<file path="src/rtl/gfn_pkg.sv">
// shared types, constants and helpers for the grid flood fill navigator
// no dependencies; imported by every rtl module of the block
package gfn_pkg;

  localparam int GRID_SIDE  = 16;
  localparam int DIST_WIDTH = 9;
  localparam int NCELLS     = GRID_SIDE * GRID_SIDE;
  localparam int CELL_W     = $clog2(NCELLS);
  localparam int PTR_W      = CELL_W + 1;
  localparam int CRD_W      = $clog2(GRID_SIDE);
  localparam int OUT_W      = 9;
  localparam int OUT_INF    = 511;
  localparam logic [DIST_WIDTH-1:0] DIST_INF = {DIST_WIDTH{1'b1}};

  localparam logic [2:0] OP_WALL   = 3'd0;
  localparam logic [2:0] OP_SEED   = 3'd1;
  localparam logic [2:0] OP_RUN    = 3'd2;
  localparam logic [2:0] OP_CHOOSE = 3'd3;
  localparam logic [2:0] OP_READ   = 3'd4;

  typedef struct packed {
    logic [2:0] operation;
    logic [3:0] cell_x;
    logic [3:0] cell_y;
    logic [3:0] wall_mask;
    logic [1:0] heading;
  } in_item_t;

  typedef struct packed {
    logic [1:0]       best_direction;
    logic [OUT_W-1:0] distance;
  } out_item_t;

  typedef enum logic [3:0] {
    DP_NOP,
    DP_LOAD,
    DP_CLR_STEP,
    DP_INF_STEP,
    DP_WALL_WR,
    DP_SEED,
    DP_QRD_IDX,
    DP_ZERO,
    DP_QRD_HEAD,
    DP_CUR_RD,
    DP_CUR_LAT,
    DP_CELL_RD,
    DP_CELL_LAT,
    DP_NB_RD,
    DP_NB_EVAL,
    DP_RUN_END
  } dp_cmd_t;

  typedef struct packed {
    logic idx_last;
    logic zero_done;
    logic bfs_done;
    logic nd_sat;
    logic k_last;
  } dp_status_t;

  function automatic logic [1:0] turn_ofs(input logic [1:0] k);
    logic [1:0] r;
    case (k)
      2'd0:    r = 2'd0;
      2'd1:    r = 2'd3;
      2'd2:    r = 2'd1;
      default: r = 2'd2;
    endcase
    return r;
  endfunction

  function automatic logic coord_ok(input logic [3:0] c);
    return int'(c) < GRID_SIDE;
  endfunction

  function automatic logic [CELL_W-1:0] cell_of(input logic [3:0] x, input logic [3:0] y);
    return CELL_W'(int'(y) * GRID_SIDE + int'(x));
  endfunction

  function automatic logic [OUT_W-1:0] sat_out(input logic [DIST_WIDTH-1:0] d);
    logic [OUT_W-1:0] r;
    if (d >= DIST_WIDTH'(OUT_INF)) r = OUT_W'(OUT_INF);
    else r = d[OUT_W-1:0];
    return r;
  endfunction

endpackage

</file>
<file path="src/rtl/gfn_controller.sv">
// controller: sequences clear pass, table operations, flood run and choose
// depends on gfn_pkg; commands gfn_datapath
module gfn_controller (
  input  logic                clk,
  input  logic                rst_n,
  input  logic                start,
  input  logic [2:0]          op,
  input  gfn_pkg::dp_status_t status,
  output gfn_pkg::dp_cmd_t    cmd,
  output logic                busy,
  output logic                done
);
  import gfn_pkg::*;

  typedef enum logic [4:0] {
    S_CLEAR, S_IDLE, S_WALL, S_SEED, S_INF, S_ZQ, S_ZW, S_BQ, S_BC, S_BL,
    S_BNR, S_BNE, S_END, S_CR, S_CL, S_CNR, S_CNE, S_RR, S_DONE
  } state_t;

  state_t state_r, state_nxt;

  always_comb begin
    state_nxt = state_r;
    cmd       = DP_NOP;
    unique case (state_r)
      S_CLEAR: begin
        cmd = DP_CLR_STEP;
        if (status.idx_last) state_nxt = S_IDLE;
      end
      S_IDLE: begin
        if (start) begin
          cmd = DP_LOAD;
          unique case (op)
            OP_WALL:   state_nxt = S_WALL;
            OP_SEED:   state_nxt = S_SEED;
            OP_RUN:    state_nxt = S_INF;
            OP_CHOOSE: state_nxt = S_CR;
            OP_READ:   state_nxt = S_RR;
            default:   state_nxt = S_DONE;
          endcase
        end
      end
      S_WALL: begin
        cmd = DP_WALL_WR;
        state_nxt = S_DONE;
      end
      S_SEED: begin
        cmd = DP_SEED;
        state_nxt = S_DONE;
      end
      S_INF: begin
        cmd = DP_INF_STEP;
        if (status.idx_last) state_nxt = S_ZQ;
      end
      S_ZQ: begin
        if (status.zero_done) state_nxt = S_BQ;
        else begin
          cmd = DP_QRD_IDX;
          state_nxt = S_ZW;
        end
      end
      S_ZW: begin
        cmd = DP_ZERO;
        state_nxt = S_ZQ;
      end
      S_BQ: begin
        if (status.bfs_done) state_nxt = S_END;
        else begin
          cmd = DP_QRD_HEAD;
          state_nxt = S_BC;
        end
      end
      S_BC: begin
        cmd = DP_CUR_RD;
        state_nxt = S_BL;
      end
      S_BL: begin
        cmd = DP_CUR_LAT;
        state_nxt = status.nd_sat ? S_BQ : S_BNR;
      end
      S_BNR: begin
        cmd = DP_NB_RD;
        state_nxt = S_BNE;
      end
      S_BNE: begin
        cmd = DP_NB_EVAL;
        state_nxt = status.k_last ? S_BQ : S_BNR;
      end
      S_END: begin
        cmd = DP_RUN_END;
        state_nxt = S_DONE;
      end
      S_CR: begin
        cmd = DP_CELL_RD;
        state_nxt = S_CL;
      end
      S_CL: begin
        cmd = DP_CELL_LAT;
        state_nxt = S_CNR;
      end
      S_CNR: begin
        cmd = DP_NB_RD;
        state_nxt = S_CNE;
      end
      S_CNE: begin
        cmd = DP_NB_EVAL;
        state_nxt = status.k_last ? S_DONE : S_CNR;
      end
      S_RR: begin
        cmd = DP_CELL_RD;
        state_nxt = S_DONE;
      end
      S_DONE: state_nxt = S_IDLE;
      default: state_nxt = S_IDLE;
    endcase
  end

  always_ff @(posedge clk) begin
    if (!rst_n) begin
      state_r <= S_CLEAR;
      done    <= 1'b0;
    end else begin
      state_r <= state_nxt;
      done    <= state_r == S_DONE;
    end
  end

  assign busy = state_r != S_IDLE;

endmodule

</file>
<file path="config.mk">
export PLATFORM = sky130hd
export DESIGN_NAME = gfn_controller
export DESIGN_NICKNAME = d
export VERILOG_FILES = /design/src/rtl/gfn_pkg.sv /design/src/rtl/gfn_controller.sv
export SDC_FILE = /design/constraint.sdc
export NUM_CORES = 1
export LEC_CHECK = 0
export ABC_AREA = 1
export BUFFER_PORTS_ARGS = -buffer_cell sky130_fd_sc_hd__buf_2
export CORE_ASPECT_RATIO = 0.7
export CORE_UTILIZATION = 25
export CTS_CLUSTER_DIAMETER = 120
export DETAILED_ROUTE_END_ITERATION = 6
export SYNTH_ARGS = -nofsm -noshare
export SYNTH_HDL_FRONTEND = slang
export SYNTH_SLANG_ARGS = --single-unit
</file>
<file path="constraint.sdc">
create_clock -name clk -period 1.38 [get_ports clk]
set_input_delay 0.276 -clock clk [delete_from_list [all_inputs] [get_ports clk]]
set_output_delay 0.276 -clock clk [all_outputs]
set_load 0.05 [all_outputs]
</file>
==> summary.txt, run 1 <==
Outcome
  • Outcome: finished, violations left
  • Failing checks: setup timing

Timing
  • Fmax: approximately 550 MHz
  • Tcrit/Tclk final: 132%
  • Worst slew pin tran: 0.321 ns
  • Layout Skew: 0.00118 ns
  • Final Max Slew Viols: 0
  • Final setup violation count: 10
  • Post-route minimum period: 1.82 ns
  • Worst hold slack: 0.343 ns
  • RSZ-0062 raised after global routing: yes
  • Endpoints failing hold: 0
  • Max-Slew Margin vs Limit: around four fifths
  • Final worst slack: -0.438 ns

Worst setup path
  • CP Max Fanout: 5
  • Crit end category: primary output
  • Worst-case reg-to-reg path depth: 13
  • Worst setup path endpoint: cmd[1]
  • Critical path class: flip-flop to primary output
  • FF-to-FF End: state_r[0]
  • CP Launch Type: flip-flop
  • Critical Path RT: 1.10 ns
  • Worst reg2reg setup slack: -0.21 ns
  • Reg2reg start: state_r[0]
  • CP arrival: 1.54 ns
  • Critical Path Start: state_r[3]

Global routing
  • Remaining global-route overflow: 0
  • Largest net degree at the start of global routing: 8
  • Vias in the first global route: ~1200
  • All-layer global routing usage: 20.8%
  • Antenna violations before repair: 0
  • First-pass GRT wire length: between 5 and 6 mm

Synth
  • Mux cell area share after synthesis: 0%
  • Post-synthesis cell count: 140
  • Largest family of logic cells by synthesized area: simple AND/OR/NAND/NOR gates
  • Compound-Gate Fraction of Synth Area: about a tenth
  • Adder and majority gate portion of the synthesized area: 0%
  • Cell Area, Synth: 779 µm²
  • #FFs+latches synth: 6
  • Simple-Gate Fraction of Synth Area: 62.0%
  • Post-Synth XOR/XNOR Area: 0%
  • Seq/Total Area, Yosys: 15.4%
  • Syn nets: roughly 150
  • Synth unique cells: 26
  • Syn_area_per_cell: between 5 and 6 µm²
  • Yosys warning count: 0

Power and ir drop
  • VDD IR max: 922 µV
  • Total power: around 3700 µW
  • Pwr/cell area: about 2300 nW/µm²
  • Leakage Power: 0.000865 µW

Routing
  • Routed via count: around 1200
  • Drc violations: 0
  • DR iter-0 viols: 64
  • Routed wire length: 3.27 mm
  • Drt first pass iters: 5
  • DR vias/cell: 4.95
  • Antenna Violating Nets Remaining: 0
  • Drt wl/cell: 13.4 µm

CTS
  • Root Driver: clkbuf_8
  • Clock-pin slew on the worst setup and hold paths: roughly 0.040 ns
  • CTS Buf Count: 3
  • Clock Sinks: 6
  • CTS tree: yes
  • Skew-Pair Late Insertion Delay: 0.22 ns
  • Clock tree buffer depth: 2
  • H-tree Lvls: 1

Floorplan
  • Die H: 48.7 µm
  • Die ar.: 3350 µm²
  • Ports: 17
  • Initial Util: 27.0%
  • Core area: 2880 µm²
  • # rows: 16
  • DIE WIDTH: 68.7 µm

Run
  • Max cap viols: 0

Cells and area
  • Area growth syn-to-layout: 108%
  • FILL cells: 276
  • Layout cells sized above 1: 62.5%
  • Most common cell after layout, fill and taps aside: buf_4
  • # nets final: 220
  • Most frequent cells in the layout: buf_4 (43), nand2_1 (26), nand3_1 (13)
  • Diode count: 0

Worst hold path
  • Worst hold path class: input port to flip-flop
  • Hold depth: 5

Placement
  • Final HPWL from detailed placement: between 2 and 2.5 mm
  • Port bufs: 16
  • GP Congestion: about 0.96
==> metrics by stage <==
step,cell area [µm²],utilization (%),std cells,setup WS [ns],TNS [ns]
floorplan,892,-,140,-0.145,-0.392
global placement,1220,42.2,220,-0.292,-2.24
detailed placement,1220,42.2,220,-0.331,-2.29
CTS,1530,53.2,237,-0.444,-2.39
global route,1620,56.3,244,-0.501,-3.46
finish,1620,56.3,244,-0.438,-2.65
==> registers in the layout, summed over array words and instances (netlist names) <==
name     cells
state_r      5
done         1
==> worst min path at each step <==
stage,startpoint,end,slack [ns]
2_1_floorplan,rst_n,state_r[0],0.45
3_3_place_gp,rst_n,state_r[0],0.56
3_5_place_dp,rst_n,state_r[0],0.57
4_1_cts,rst_n,state_r[0],0.34
5_1_grt,rst_n,state_r[0],0.38
6_report,rst_n,state_r[0],0.34
==> power by group <==
| part | switching (µW) | internal, µW | leakage, µW |
|---|---|---|---|
| Combinational | 1630 | 1440 | 0.000789 |
| Sequential | 140 | 257 | 0.0000525 |
| Clock | 75.1 | 199 | 0.0000228 |
==> layer usage <==
metal | up-vias | track usage, % | part of all wire, %
met5 | - | 0 | 0
met4 | 0 | 3.74 | 0.82
met3 | 4 | 3.30 | 7.7
met2 | 44 | 31.4 | 47
met1 | 564 | 30.8 | 45
li1 | 595 | - | -
==> final cells by class <==
type / count / area, µm² / area share [%]
Multi-Input combinational cell: 111 / 771 / 47.5
Tap cell: 36 / 45.0 / 2.78
Sequential cell: 6 / 139 / 8.56
Inverter: 21 / 93.8 / 5.79
Clock buffer: 4 / 45.0 / 2.78
Timing Repair Buffer: 66 / 528 / 32.6
==> worst max-delay path, stage by stage, from the launching register on <==
cell     delay (ns)
dfxtp_4        0.36
buf_4          0.14
nor3_2         0.21
nand2_2        0.11
o22ai_4        0.20
nor3_4         0.08
nand3_4        0.06
buf_8          0.14
==> synth_stat cells <==
cell / number / area, µm²
nor4_1: 2 / 12.5
dfxtp_1: 6 / 120
clkbuf_8: 1 / 13.8
clkinv_1: 1 / 3.75
nand2_1: 39 / 146
o21ai_0: 2 / 10.0
nor2_2: 4 / 25.0
o21a_1: 1 / 7.51
nor2_4: 3 / 33.8
nor3_2: 1 / 10.0
nand3b_1: 1 / 7.51
nand3_1: 18 / 90.1
buf_6: 1 / 11.3
nor3_1: 5 / 25.0
nand3_2: 2 / 20.0
o21ai_1: 1 / 5.00
a211o_1: 1 / 8.76
inv_2: 6 / 22.5
nor2_1: 20 / 75.1
nand4_1: 4 / 25.0
o2111ai_1: 2 / 17.5
nand2_2: 2 / 12.5
inv_1: 14 / 52.6
a21oi_2: 1 / 8.76
o22ai_1: 1 / 6.26
o21ai_2: 1 / 8.76
==> cells by family after synthesis <==
| logic type | Yosys count |
|---|---|
| buffers and inverters | 23 |
| AND/OR/NAND/NOR | 101 |
| flip-flops | 6 |
| AO/OA/AOI/OAI | 10 |
==> what timing repair did <==
action | 4_1_cts | 5_1_grt
gates resized for setup | 47 | 11
hold buffers | 0 | 0
pin swaps | 13 | 10
buffers inserted | 13 | 7
setup endpoints to repair | 10 | 10
Power figures use the tool's default switching activity.
==> run 2: changes to the inputs <==
CORE_ASPECT_RATIO = 0.9   (was 0.7)
RECOVER_POWER = 50   (was not set)
==> summary.txt, run 2 (synthesis gave the netlist of run 1 again) <==
Outcome
  • Outcome: finished, violations left
  • Failing checks: setup timing

Timing
  • Layout Skew: 0.00340 ns
  • Fmax: 544 MHz
  • Post-route minimum period: 1.84 ns
  • Final Max Slew Viols: 0
  • Max-Slew Margin vs Limit: 81.7%
  • Endpoints failing hold: 0
  • Tcrit/Tclk final: 133%
  • Final worst slack: -0.458 ns
  • Worst slew pin tran: 0.275 ns
  • Final setup violation count: 10
  • Worst hold slack: 0.320 ns
  • RSZ-0062 raised after global routing: yes

Worst setup path
  • Critical path class: flip-flop to primary output
  • CP Max Fanout: 5
  • CP arrival: 1.56 ns
  • Worst reg2reg setup slack: -0.18 ns
  • Crit end category: primary output
  • Worst-case reg-to-reg path depth: 12
  • Reg2reg start: state_r[1]
  • WP buf/inv: 2
  • Crit-path cells: nand2_4 > nor2_4 > nand2_4 > clkinv_4 > nor2_4 > nand3_4 > nor3_4 > nand3_4 > buf_8
  • CP Launch Type: flip-flop
  • Critical path's slowest cell: dfxtp_4
  • Critical Path RT: 1.10 ns
  • Largest stage delay, worst path: 0.38 ns
  • FF-to-FF End: state_r[2]
  • CP delay by family, top: simple AND/OR/NAND/NOR gates

CTS
  • CTS tree: yes
  • CTS Hold Buffers Added: 0
  • Clock-pin slew on the worst setup and hold paths: 0.05 ns
  • Clock tree buffer depth: 2
  • CTS Buf Count: 3
  • Clock Sinks: 6
  • Skew-Pair Late Insertion Delay: 0.24 ns
  • H-tree Lvls: 1
  • Root Driver: clkbuf_4

Routing
  • Drc violations: 0
  • Drt wl/cell: 13.3 µm
  • Antenna Violating Nets Remaining: 0
  • Routed via count: 1195
  • DR vias/cell: 4.82
  • DR iter-0 viols: 44
  • Drt first pass iters: 4
  • Routed wire length: 3.29 mm

Worst hold path
  • Hold Path Origin: rst_n
  • WHS Endpoint: state_r[0]
  • Hold depth: 5
  • Worst hold path class: input port to flip-flop

Cells and area
  • FILL cells: between 200 and 300
  • # nets final: 221
  • Most common cell after layout, fill and taps aside: buf_4
  • Diode count: 0
  • Area growth syn-to-layout: 114%
  • Layout cells sized above 1: 63.9%
  • Top reg by flops: state_r
  • Largest register FFs: 5
  • Most frequent cells in the layout: buf_4 (45), nand2_1 (25), nor2_1 (15)
  • Top Registers: state_r: 5 flops, done: 1 flops

Global routing
  • Remaining global-route overflow: 0
  • All-layer global routing usage: between 15 and 20%
  • Largest net degree at the start of global routing: 8
  • First-pass GRT wire length: 4.89 mm
  • Vias in the first global route: 1141
  • Antenna violations before repair: 0

Power and ir drop
  • VDD IR max: ~1200 µV
  • Pwr/cell area: 2260 nW/µm²
  • Total power: between 3000 and 4000 µW
  • Leakage Power: 0.000871 µW

Floorplan
  • DIE WIDTH: 60.9 µm
  • Core area: 2860 µm²
  • Die H: 55.0 µm
  • # rows: 18
  • Initial Util: around 27%
  • Ports: 17
  • Die ar.: between 3000 and 4000 µm²

Placement
  • Port bufs: 16
  • GP Congestion: 0.925
  • Final HPWL from detailed placement: about 2.3 mm
  • DP Worst Slack: -0.344 ns

Run
  • Max cap viols: 0
-- run 2: where the power goes --
| part | switching, µW | internal (µW) |
|---|---|---|
| combinational | 1710 | 1490 |
| sequential | 149 | 257 |
| clock | 64.7 | 98.5 |
-- run 2: final cells by class --
| type | count | area [µm²] | area share, % |
|---|---|---|---|
| Timing Repair Buffer | 67 | 537 | 32.2 |
| Sequential cell | 6 | 139 | 8.33 |
| Multi-Input combinational cell | 111 | 823 | 49.4 |
| Clock buffer | 3 | 22.5 | 1.35 |
| Inverter | 21 | 96.3 | 5.78 |
| Tap cell | 40 | 50.0 | 3.00 |
-- run 2: worst max-delay path by stage --
stage / from / to / depth (start not counted)
after global routing: state_r[0] / cmd[1] / 9
after global placement: state_r[0] / cmd[3] / 8
final: state_r[0] / cmd[1] / 9
after detailed placement: state_r[3] / cmd[3] / 8
after floorplan: state_r[3] / cmd[3] / 9
after CTS: state_r[0] / cmd[2] / 8
-- run 2: per-stage QoR --
| stage | util, % | setup TNS (ns) | area, µm² | cells |
|---|---|---|---|---|
| after detailed placement | 43.5 | -2.27 | 1240 | 227 |
| after global placement | 43.5 | -2.25 | 1240 | 227 |
| after global routing | 58.3 | -3.38 | 1670 | 248 |
| after floorplan | - | -0.392 | 892 | 140 |
| after CTS | 53.6 | -2.57 | 1530 | 239 |
| final | 58.3 | -2.71 | 1670 | 248 |
-- run 2: worst register-to-register path: cells and delay by family (launching register included) --
kind | cells | cell delay [ns]
DFF | 1 | 0.42
and+or+nand+nor | 7 | 0.52
buffers and inverters | 4 | 0.47
AOI/OAI and AO/OA | 1 | 0.04
-- run 2: repair_timing --
action	in CTS	in global routing
gates resized for setup	48	17
setup endpoints to repair	10	10
pin swaps	13	11
hold endpoints to repair	0	0
buffers inserted	10	10
-- run 2: metal layers --
layer | track usage, % | wire [µm] | up-vias
met2 | 35.7 | 1710 | 38
li1 | - | - | 594
met3 | 1.86 | 109 | 6
met4 | 4.55 | 51 | 0
met1 | 25.7 | 1430 | 557
met5 | 0 | 0 | -
